`config.mk`:
```
export PLATFORM = sky130hd
export DESIGN_NAME = modular_inverse_extended_gcd_flat
export DESIGN_NICKNAME = d
export VERILOG_FILES = /design/src/mie_pkg.sv /design/src/mie_in_if.sv /design/src/mie_out_if.sv /design/src/modular_inverse_extended_gcd.sv /design/src/mie_div.sv /design/src/flat_wrapper.sv
export SDC_FILE = /design/constraint.sdc
export NUM_CORES = 2
export LEC_CHECK = 0
export ABC_AREA = 1
export BUFFER_PORTS_ARGS = -buffer_cell sky130_fd_sc_hd__buf_4
export CAP_MARGIN = 20
export CORE_UTILIZATION = 25
export CTS_CLUSTER_DIAMETER = 120
export DETAILED_ROUTE_END_ITERATION = 10
export GPL_ROUTABILITY_DRIVEN = 0
export HOLD_SLACK_MARGIN = 0.05
export SYNTH_ARGS = -nofsm -noshare
export SYNTH_HDL_FRONTEND = slang
export SYNTH_SLANG_ARGS = --single-unit
```
`constraint.sdc`:
```
create_clock -name clk -period 18.7 [get_ports clk]
set_input_delay 3.74 -clock clk [delete_from_list [all_inputs] [get_ports clk]]
set_output_delay 3.74 -clock clk [all_outputs]
set_load 0.005 [all_outputs]
```
`src/mie_pkg.sv`:
```
package mie_pkg;

	typedef logic [1:0] status_t;

	localparam status_t ST_OK       = 2'd0;
	localparam status_t ST_NOINV    = 2'd1;
	localparam status_t ST_MOD_ZERO = 2'd2;

	typedef enum logic [2:0] {
		S_IDLE,
		S_REDUCE,
		S_CHECK,
		S_STEP,
		S_FINISH
	} state_t;

endpackage

```
`src/mie_in_if.sv`:
```
interface mie_in_if #(parameter int WIDTH = 64);
	logic               valid;
	logic               ready;
	logic [WIDTH-1:0]   value;
	logic [WIDTH-2:0]   modulus;

	modport source (output valid, output value, output modulus, input ready);
	modport sink   (input valid, input value, input modulus, output ready);
endinterface

```
`src/mie_out_if.sv`:
```
interface mie_out_if #(parameter int WIDTH = 64);
	logic               valid;
	logic               ready;
	logic [WIDTH-2:0]   inverse;
	logic [WIDTH-2:0]   common_divisor;
	mie_pkg::status_t   status;

	modport source (output valid, output inverse, output common_divisor, output status,
		input ready);
	modport sink   (input valid, input inverse, input common_divisor, input status,
		output ready);
endinterface

```
`src/modular_inverse_extended_gcd.sv`:
```
// Modular inverse by the extended Euclidean algorithm. Each beat on operand carries a signed
// value and a modulus; the block reduces the value into [0, modulus) and runs Euclid, giving
// one beat on result with the gcd and, when the gcd is 1, the inverse in [0, modulus). A zero
// modulus gives status 2 and zero fields. All divisions go through one restoring divider
// that retires one quotient bit per cycle and builds the coefficient product alongside:
// one division for the reduction and one for every Euclid step. For 64-bit operands Euclid
// needs at most about 92 steps. Operand ready is high only while no item is in work; a
// finished result waits in the output register without holding up the next input.
module modular_inverse_extended_gcd #(
	parameter int WIDTH = 64
) (
	input logic        clk,
	input logic        arst_n,
	mie_in_if.sink     operand,
	mie_out_if.source  result
);
	import mie_pkg::*;

	localparam int M = WIDTH - 1;

	state_t state_q, state_d;

	logic [M-1:0]     m_q;
	logic [M-1:0]     u_q;
	logic [M-1:0]     v_q;
	logic [M-1:0]     s_u_q;
	logic [M-1:0]     s_v_q;
	logic             odd_q;
	logic             neg_q;
	logic             zero_q;

	logic             out_valid_q;
	logic [M-1:0]     inv_q;
	logic [M-1:0]     gcd_q;
	status_t          status_q;

	logic             accept;
	logic             out_load;
	logic             div_start;
	logic [WIDTH-1:0] div_dividend;
	logic [M-1:0]     div_divisor;
	logic [M-1:0]     div_mult;
	logic             div_done;
	logic [M-1:0]     div_rem;
	logic [M-1:0]     div_prod;

	logic [WIDTH-1:0] mag_c;
	logic [M-1:0]     red_c;
	logic [M-1:0]     inv_base_c;
	logic [M-1:0]     inv_c;

	mie_div #(.WIDTH(WIDTH)) u_div (
		.clk      (clk),
		.arst_n   (arst_n),
		.start    (div_start),
		.dividend (div_dividend),
		.divisor  (div_divisor),
		.mult     (div_mult),
		.done     (div_done),
		.rem      (div_rem),
		.prod     (div_prod)
	);

	always_comb begin
		mag_c      = operand.value[WIDTH-1] ? -operand.value : operand.value;
		red_c      = (neg_q && div_rem != '0) ? m_q - div_rem : div_rem;
		inv_base_c = (s_u_q == m_q) ? '0 : s_u_q;
		inv_c      = (odd_q && inv_base_c != '0) ? m_q - inv_base_c : inv_base_c;
	end

	always_comb begin
		if (state_q == S_CHECK) begin
			div_dividend = {1'b0, u_q};
			div_divisor  = v_q;
			div_mult     = s_v_q;
		end else begin
			div_dividend = mag_c;
			div_divisor  = operand.modulus;
			div_mult     = '0;
		end
	end

	always_ff @(posedge clk or negedge arst_n) begin
		if (!arst_n)
			state_q <= S_IDLE;
		else
			state_q <= state_d;
	end

	always_comb begin
		state_d       = state_q;
		operand.ready = 1'b0;
		div_start     = 1'b0;
		out_load      = 1'b0;
		accept        = 1'b0;
		case (state_q)
			S_IDLE: begin
				operand.ready = 1'b1;
				if (operand.valid) begin
					accept = 1'b1;
					if (operand.modulus == '0) begin
						state_d = S_FINISH;
					end else begin
						div_start = 1'b1;
						state_d   = S_REDUCE;
					end
				end
			end
			S_REDUCE: begin
				if (div_done)
					state_d = S_CHECK;
			end
			S_CHECK: begin
				if (v_q == '0) begin
					state_d = S_FINISH;
				end else begin
					div_start = 1'b1;
					state_d   = S_STEP;
				end
			end
			S_STEP: begin
				if (div_done)
					state_d = S_CHECK;
			end
			S_FINISH: begin
				if (!out_valid_q || result.ready) begin
					out_load = 1'b1;
					state_d  = S_IDLE;
				end
			end
			default: state_d = S_IDLE;
		endcase
	end

	always_ff @(posedge clk) begin
		if (accept) begin
			m_q    <= operand.modulus;
			neg_q  <= operand.value[WIDTH-1];
			zero_q <= operand.modulus == '0;
		end
		if (state_q == S_REDUCE && div_done) begin
			u_q   <= red_c;
			v_q   <= m_q;
			s_u_q <= M'(1);
			s_v_q <= '0;
			odd_q <= 1'b0;
		end
		if (state_q == S_STEP && div_done) begin
			u_q   <= v_q;
			v_q   <= div_rem;
			s_u_q <= s_v_q;
			s_v_q <= s_u_q + div_prod;
			odd_q <= !odd_q;
		end
	end

	always_ff @(posedge clk or negedge arst_n) begin
		if (!arst_n)
			out_valid_q <= 1'b0;
		else if (out_load)
			out_valid_q <= 1'b1;
		else if (result.ready)
			out_valid_q <= 1'b0;
	end

	always_ff @(posedge clk) begin
		if (out_load) begin
			if (zero_q) begin
				inv_q    <= '0;
				gcd_q    <= '0;
				status_q <= ST_MOD_ZERO;
			end else if (u_q != M'(1)) begin
				inv_q    <= '0;
				gcd_q    <= u_q;
				status_q <= ST_NOINV;
			end else begin
				inv_q    <= inv_c;
				gcd_q    <= M'(1);
				status_q <= ST_OK;
			end
		end
	end

	assign result.valid          = out_valid_q;
	assign result.inverse        = inv_q;
	assign result.common_divisor = gcd_q;
	assign result.status         = status_q;

	a_div_done_in_wait: assert property (@(posedge clk) disable iff (!arst_n)
		div_done |-> (state_q == S_REDUCE || state_q == S_STEP))
		else $error("divider finished outside a wait state");

	a_inv_in_range: assert property (@(posedge clk) disable iff (!arst_n)
		(out_load && !zero_q && u_q == M'(1)) |-> inv_c < m_q)
		else $error("inverse not below modulus");

	a_load_from_finish: assert property (@(posedge clk) disable iff (!arst_n)
		$rose(out_valid_q) |-> $past(state_q) == S_FINISH)
		else $error("result raised outside finish");

	a_busy_not_ready: assert property (@(posedge clk) disable iff (!arst_n)
		div_start |=> !operand.ready)
		else $error("input ready while divider runs");

endmodule

```
`src/mie_div.sv`:
```
module mie_div #(
	parameter int WIDTH = 64
) (
	input  logic             clk,
	input  logic             arst_n,
	input  logic             start,
	input  logic [WIDTH-1:0] dividend,
	input  logic [WIDTH-2:0] divisor,
	input  logic [WIDTH-2:0] mult,
	output logic             done,
	output logic [WIDTH-2:0] rem,
	output logic [WIDTH-2:0] prod
);
	localparam int M  = WIDTH - 1;
	localparam int CW = $clog2(WIDTH + 1);

	logic [WIDTH-1:0] dvd_q;
	logic [M-1:0]     dvs_q;
	logic [M-1:0]     mul_q;
	logic [WIDTH-1:0] rem_q;
	logic [M-1:0]     acc_q;
	logic [CW-1:0]    cnt_q;
	logic             run_q;
	logic             done_q;

	logic [WIDTH-1:0] rem_sh;
	logic             take;
	logic [WIDTH-1:0] rem_nx;
	logic [M-1:0]     acc_nx;

	// one quotient bit per cycle; acc builds quotient * mult by shift-and-add
	always_comb begin
		rem_sh = {rem_q[WIDTH-2:0], dvd_q[WIDTH-1]};
		take   = rem_sh >= {1'b0, dvs_q};
		rem_nx = take ? rem_sh - {1'b0, dvs_q} : rem_sh;
		acc_nx = {acc_q[M-2:0], 1'b0} + (take ? mul_q : {M{1'b0}});
	end

	always_ff @(posedge clk or negedge arst_n) begin
		if (!arst_n) begin
			run_q  <= 1'b0;
			done_q <= 1'b0;
			cnt_q  <= '0;
		end else begin
			done_q <= run_q && (cnt_q == CW'(1));
			if (start) begin
				run_q <= 1'b1;
				cnt_q <= CW'(WIDTH);
			end else if (run_q) begin
				cnt_q <= cnt_q - CW'(1);
				if (cnt_q == CW'(1))
					run_q <= 1'b0;
			end
		end
	end

	always_ff @(posedge clk) begin
		if (start) begin
			dvd_q <= dividend;
			dvs_q <= divisor;
			mul_q <= mult;
			rem_q <= '0;
			acc_q <= '0;
		end else if (run_q) begin
			dvd_q <= {dvd_q[WIDTH-2:0], 1'b0};
			rem_q <= rem_nx;
			acc_q <= acc_nx;
		end
	end

	assign done = done_q;
	assign rem  = rem_q[M-1:0];
	assign prod = acc_q;

endmodule
```
`src/flat_wrapper.sv`:
```
// flat-port wrapper written by rule: the top's interface ports become plain ports
module modular_inverse_extended_gcd_flat import mie_pkg::*;
#(
	parameter int WIDTH = 64
)
  (clk, arst_n, operand_valid, operand_value, operand_modulus, operand_ready, result_valid, result_inverse, result_common_divisor, result_status, result_ready);
  mie_in_if #(.WIDTH(WIDTH)) operand_i ();
  mie_out_if #(.WIDTH(WIDTH)) result_i ();
  input logic clk;
  input logic arst_n;
  input wire logic [$bits(operand_i.valid)-1:0] operand_valid;
  input wire logic [$bits(operand_i.value)-1:0] operand_value;
  input wire logic [$bits(operand_i.modulus)-1:0] operand_modulus;
  output wire logic [$bits(operand_i.ready)-1:0] operand_ready;
  output wire logic [$bits(result_i.valid)-1:0] result_valid;
  output wire logic [$bits(result_i.inverse)-1:0] result_inverse;
  output wire logic [$bits(result_i.common_divisor)-1:0] result_common_divisor;
  output wire logic [$bits(result_i.status)-1:0] result_status;
  input wire logic [$bits(result_i.ready)-1:0] result_ready;
  assign operand_i.valid = operand_valid;
  assign operand_i.value = operand_value;
  assign operand_i.modulus = operand_modulus;
  assign operand_ready = operand_i.ready;
  assign result_valid = result_i.valid;
  assign result_inverse = result_i.inverse;
  assign result_common_divisor = result_i.common_divisor;
  assign result_status = result_i.status;
  assign result_i.ready = result_ready;
  modular_inverse_extended_gcd #(.WIDTH(WIDTH)) u_core (.clk(clk), .arst_n(arst_n), .operand(operand_i), .result(result_i));
endmodule
```
==> flow_summary.ini <==
[worst_hold_path]
holdPathStages = 2
min-delay-start = u_core.u_div.rem_q[56]$_SDFFE_PP0P_
hold_path.class = reg -> reg
hold_end = u_core.u_div.rem_q[56]$_SDFFE_PP0P_

[grt]
grt_pass1_wl_um = 343000
grt-ovfl-total = 0
grt_pass1_vias = 52500
grt_usage_pct = 20.2
antenna_found_initial = 11
grt_max_degree = 145

[final_layout]
drive_above_1_share_pct = 6.27
syn_to_final_growth_pct = 15.7
fin_cells = 11200
final_area_um2 = 65400
fin_nets = 8575
fillers = 24500

[logic_synthesis]
synth_seq_area_share_pct = 38.8
synth_fa_ha_area_share_pct = 7.10
synthMuxAreaShare_pct = 0
synthDistinctLibCells = 50
syn_area_um2 = 56600
yosysWarningCount = 0
synth_compound_area_share_pct = 17.7
synthSimpleGateAreaFrac_pct = 24.1
syn_inst = 7904
synth_xor_area_share_pct = 3.05
synth-edff-count = 636
syn_area_per_cell_um2 = 7.16
syn_nets = 8353
synthArstFlopShare_pct = 1.68
synthFlopType = edfxtp_1
synth_top_family_by_area = simple AND/OR/NAND/NOR gates
ys_ff_latch = 775

[sta]
finalMaxSlewViolations = 0
whs_ps = 478
clock-skew-final_ps = 55.8
worst_slew_pin_slew_ps = 1200
fin_crit_ps = 7340
rsz0062_at_grt = no
setup_tns_ps = 0
max_freq_mhz = 136
max-slew-margin-rel_pct = 19.6
setup_viol = 0
fin_crit_sh_pct = 39.3
hold_violations = 0

[setup_path]
r2r-end = u_core.u_div.prod[47]$_SDFFE_PP0P_
worst-setup-path-type = in -> reg
crit_fanout = 71
path_buf_inv = 4
r2r_slack_ps = 11780
r2r_cells = 28
max_stage_delay_ps = 710
critPathCaptureType = flip-flop
critPathTopFamily = simple AND/OR/NAND/NOR gates
cp-start-kind = primary input
rr_startpoint = u_core.u_div.rem_q[0]$_SDFFE_PP0P_
arrival_ps = 7720
cp_slowest_cell = buf_4
required_ps = 19080
critPathMostFrequentCell = buf_4
path_cells = buf_4 -> nor4_1 -> nand4_1 -> nor2_1 -> nand2_1 -> nand2_1 -> nand2_4 -> nor2_4 -> buf_4 -> inv_4 -> buf_4

[floorplan]
core_area_um2 = 225000
pin_count = 261
fp.dieH_um = 478
start_util_pct = 25.2
die_width_um = 478
row_count = 174
dieArea_um2 = 228000

[power_and_ir_drop]
swShare_pct = 43.6
p_int_w = 0.00436
irDropWorstVdd_v = 0.0000776
seq_power_share_pct = 31.6
leakage_nw = 27.8
pwr-share-clk_pct = 26.1
p_comb_share_pct = 42.3
power_w = 0.00772
switchingPower_w = 0.00337
power_density_nw_per_um2 = 118

[cts]
cts_max_path_buffers = 3
clk_latency_ps = 780
cts.repair.resized = 0
clkTransAtPathRegs_ps = 60
post-cts-setup-buffers = 0
cts-htree-levels = 3
numCtsBuffers = 97
clock_sinks = 775
ctsHoldBuffers = 0
root_buffer = clkbuf_16
cts_tree = built

[route]
first_iter_violations = 6147
drtPass1Iterations = 11
ant_nets = 0
vias_per_cell = 4.96
wl_per_cell_um = 21.2
drc = 128
wl_um = 238000
vias = 55600

[placement]
place_area_um2 = 62000
placed_cells = 11000
post-dp-hpwl_um = 190000
io_buffers = 260

[status]
status = finished, violations left
violations = DRC

[job]
maxCapViolCount = 0
[metrics by stage]
step	utilization [%]	setup WS (ps)
2_1_floorplan	-	5800
4_1_cts	29.1	11430
3_3_place_gp	27.6	10580
6_report	29.1	11360
5_1_grt	29.1	11240
3_5_place_dp	27.6	10620
[flip-flops by register name, indices dropped and copies added (netlist names)]
signal                        cells
u_core.u_div.run_q                1
u_core.u_div.mul_q               63
u_core.result.valid               1
u_core.m_q                       63
u_core.state_q                    3
u_core.u_div.dvd_q               64
u_core.u_div.done                 1
u_core.u_div.rem_q               63
u_core.result.common_divisor     63
u_core.s_u_q                     63
u_core.odd_q                      1
u_core.zero_q                     1
u_core.v_q                       63
u_core.u_div.cnt_q                7
u_core.result.status              2
u_core.u_div.prod                63
u_core.result.inverse            63
u_core.u_q                       63
u_core.neg_q                      1
u_core.s_v_q                     63
u_core.u_div.dvs_q               63
[power by group through the flow]
stage / Clock, W / Sequential (W) / Combinational [W]
6_report: 0.00202 / 0.00244 / 0.00327
3_3_place_gp: 0 / 0.00246 / 0.00315
5_1_grt: 0.00211 / 0.00245 / 0.00356
3_5_place_dp: 0 / 0.00246 / 0.00317
2_1_floorplan: 0 / 0.00239 / 0.00214
4_1_cts: 0.00205 / 0.00243 / 0.00318
[worst min-delay path, stage by stage (launching register included)]
cell,delay (ps)
dfxtp_1,320
nand2_1,70
nand2_1,40
[synthesized netlist by cell type (14+ instances only)]
| cell type | n | area share (%) |
|---|---|---|
| inv_1 | 1172 | 7.8 |
| dfxtp_1 | 126 | 4.5 |
| ha_1 | 313 | 6.9 |
| xor2_1 | 133 | 2.1 |
| a21oi_1 | 724 | 6.4 |
| clkbuf_1 | 161 | 1.1 |
| xnor2_1 | 64 | 0.99 |
| nor4_1 | 62 | 0.69 |
| o21ai_0 | 703 | 6.2 |
| o221ai_1 | 15 | 0.23 |
| nand3_1 | 232 | 2.1 |
| o21a_1 | 42 | 0.56 |
| buf_2 | 16 | 0.14 |
| a21boi_0 | 37 | 0.49 |
| buf_1 | 14 | 0.093 |
| nor2_1 | 1246 | 8.3 |
| nand4_1 | 73 | 0.81 |
| o22ai_1 | 36 | 0.40 |
| a21o_1 | 52 | 0.69 |
| o211ai_1 | 48 | 0.64 |
| edfxtp_1 | 636 | 34 |
| nand2_1 | 1698 | 11 |
| o21bai_1 | 53 | 0.70 |
| a31oi_1 | 65 | 0.72 |
| nor3_1 | 74 | 0.65 |
[worst max path at each step]
stage | cells after the start | start | slack, ps | end
floorplan | 9 | u_core.state_q[2]$_DFFE_PN0P_ | 5800 | u_core.s_u_q[0]$_SDFFCE_PN1P_
global placement | 11 | operand_modulus[33] | 10580 | u_core.u_div.dvd_q[57]$_DFFE_PP_
detailed placement | 12 | operand_modulus[49] | 10620 | u_core.u_div.rem_q[49]$_SDFFE_PP0P_
CTS | 11 | operand_modulus[49] | 11430 | u_core.u_div.dvd_q[57]$_DFFE_PP_
global route | 12 | operand_modulus[49] | 11240 | u_core.u_div.rem_q[48]$_SDFFE_PP0P_
finish | 11 | operand_modulus[49] | 11360 | u_core.u_div.dvd_q[54]$_DFFE_PP_
[kinds of logic after synthesis]
kind of cell / count (synthesis)
AOI/OAI and AO/OA: 1818
xor gates and xnor gates: 197
adders and majority gates: 318
buffers and inverters: 1378
DFF: 775
and+or+nand+nor: 3418
[per-layer routing]
metal / GRT usage [%] / vias to the layer above / wire length (um)
li1: - / 26700 / -
met4: 13.2 / 0 / 18200
met1: 25.1 / 25700 / 96100
met2: 32.4 / 2562 / 105000
met5: 0 / - / 0
met3: 2.95 / 568 / 18300
[placed cells by master (no fill, tap or decap), types with 15 or more instances in the layout]
cell and instances:
nand3_1 232, a21boi_0 37, clkbuf_16 100, nor4_1 60, o21ai_0 703, xnor2_1 64
buf_4 318, o221ai_1 15, nand4_1 73, o21a_1 42, o211ai_1 48, clkbuf_1 15
o21bai_1 53, nor3_1 74, inv_1 1170, o22ai_1 36, a21o_1 52, a31oi_1 65
xor2_1 133, nor2_1 1240, nand2_1 1692, edfxtp_1 636, ha_1 313, dfxtp_1 126
clkinv_1 18, a21oi_1 724
[layout make-up]
class | count | area, um^2 | area share, %
repair buffers | 320 | 2410 | 3.69
clock inverters | 65 | 817 | 1.25
diodes | 5 | 12.5 | 0.0191
flip-flops and latches | 775 | 21900 | 33.5
well taps | 2992 | 3740 | 5.72
multi-input cells | 5751 | 29500 | 45.1
clock buffers | 116 | 2570 | 3.93
inverters | 1181 | 4440 | 6.78
Power figures use the tool's default switching activity.
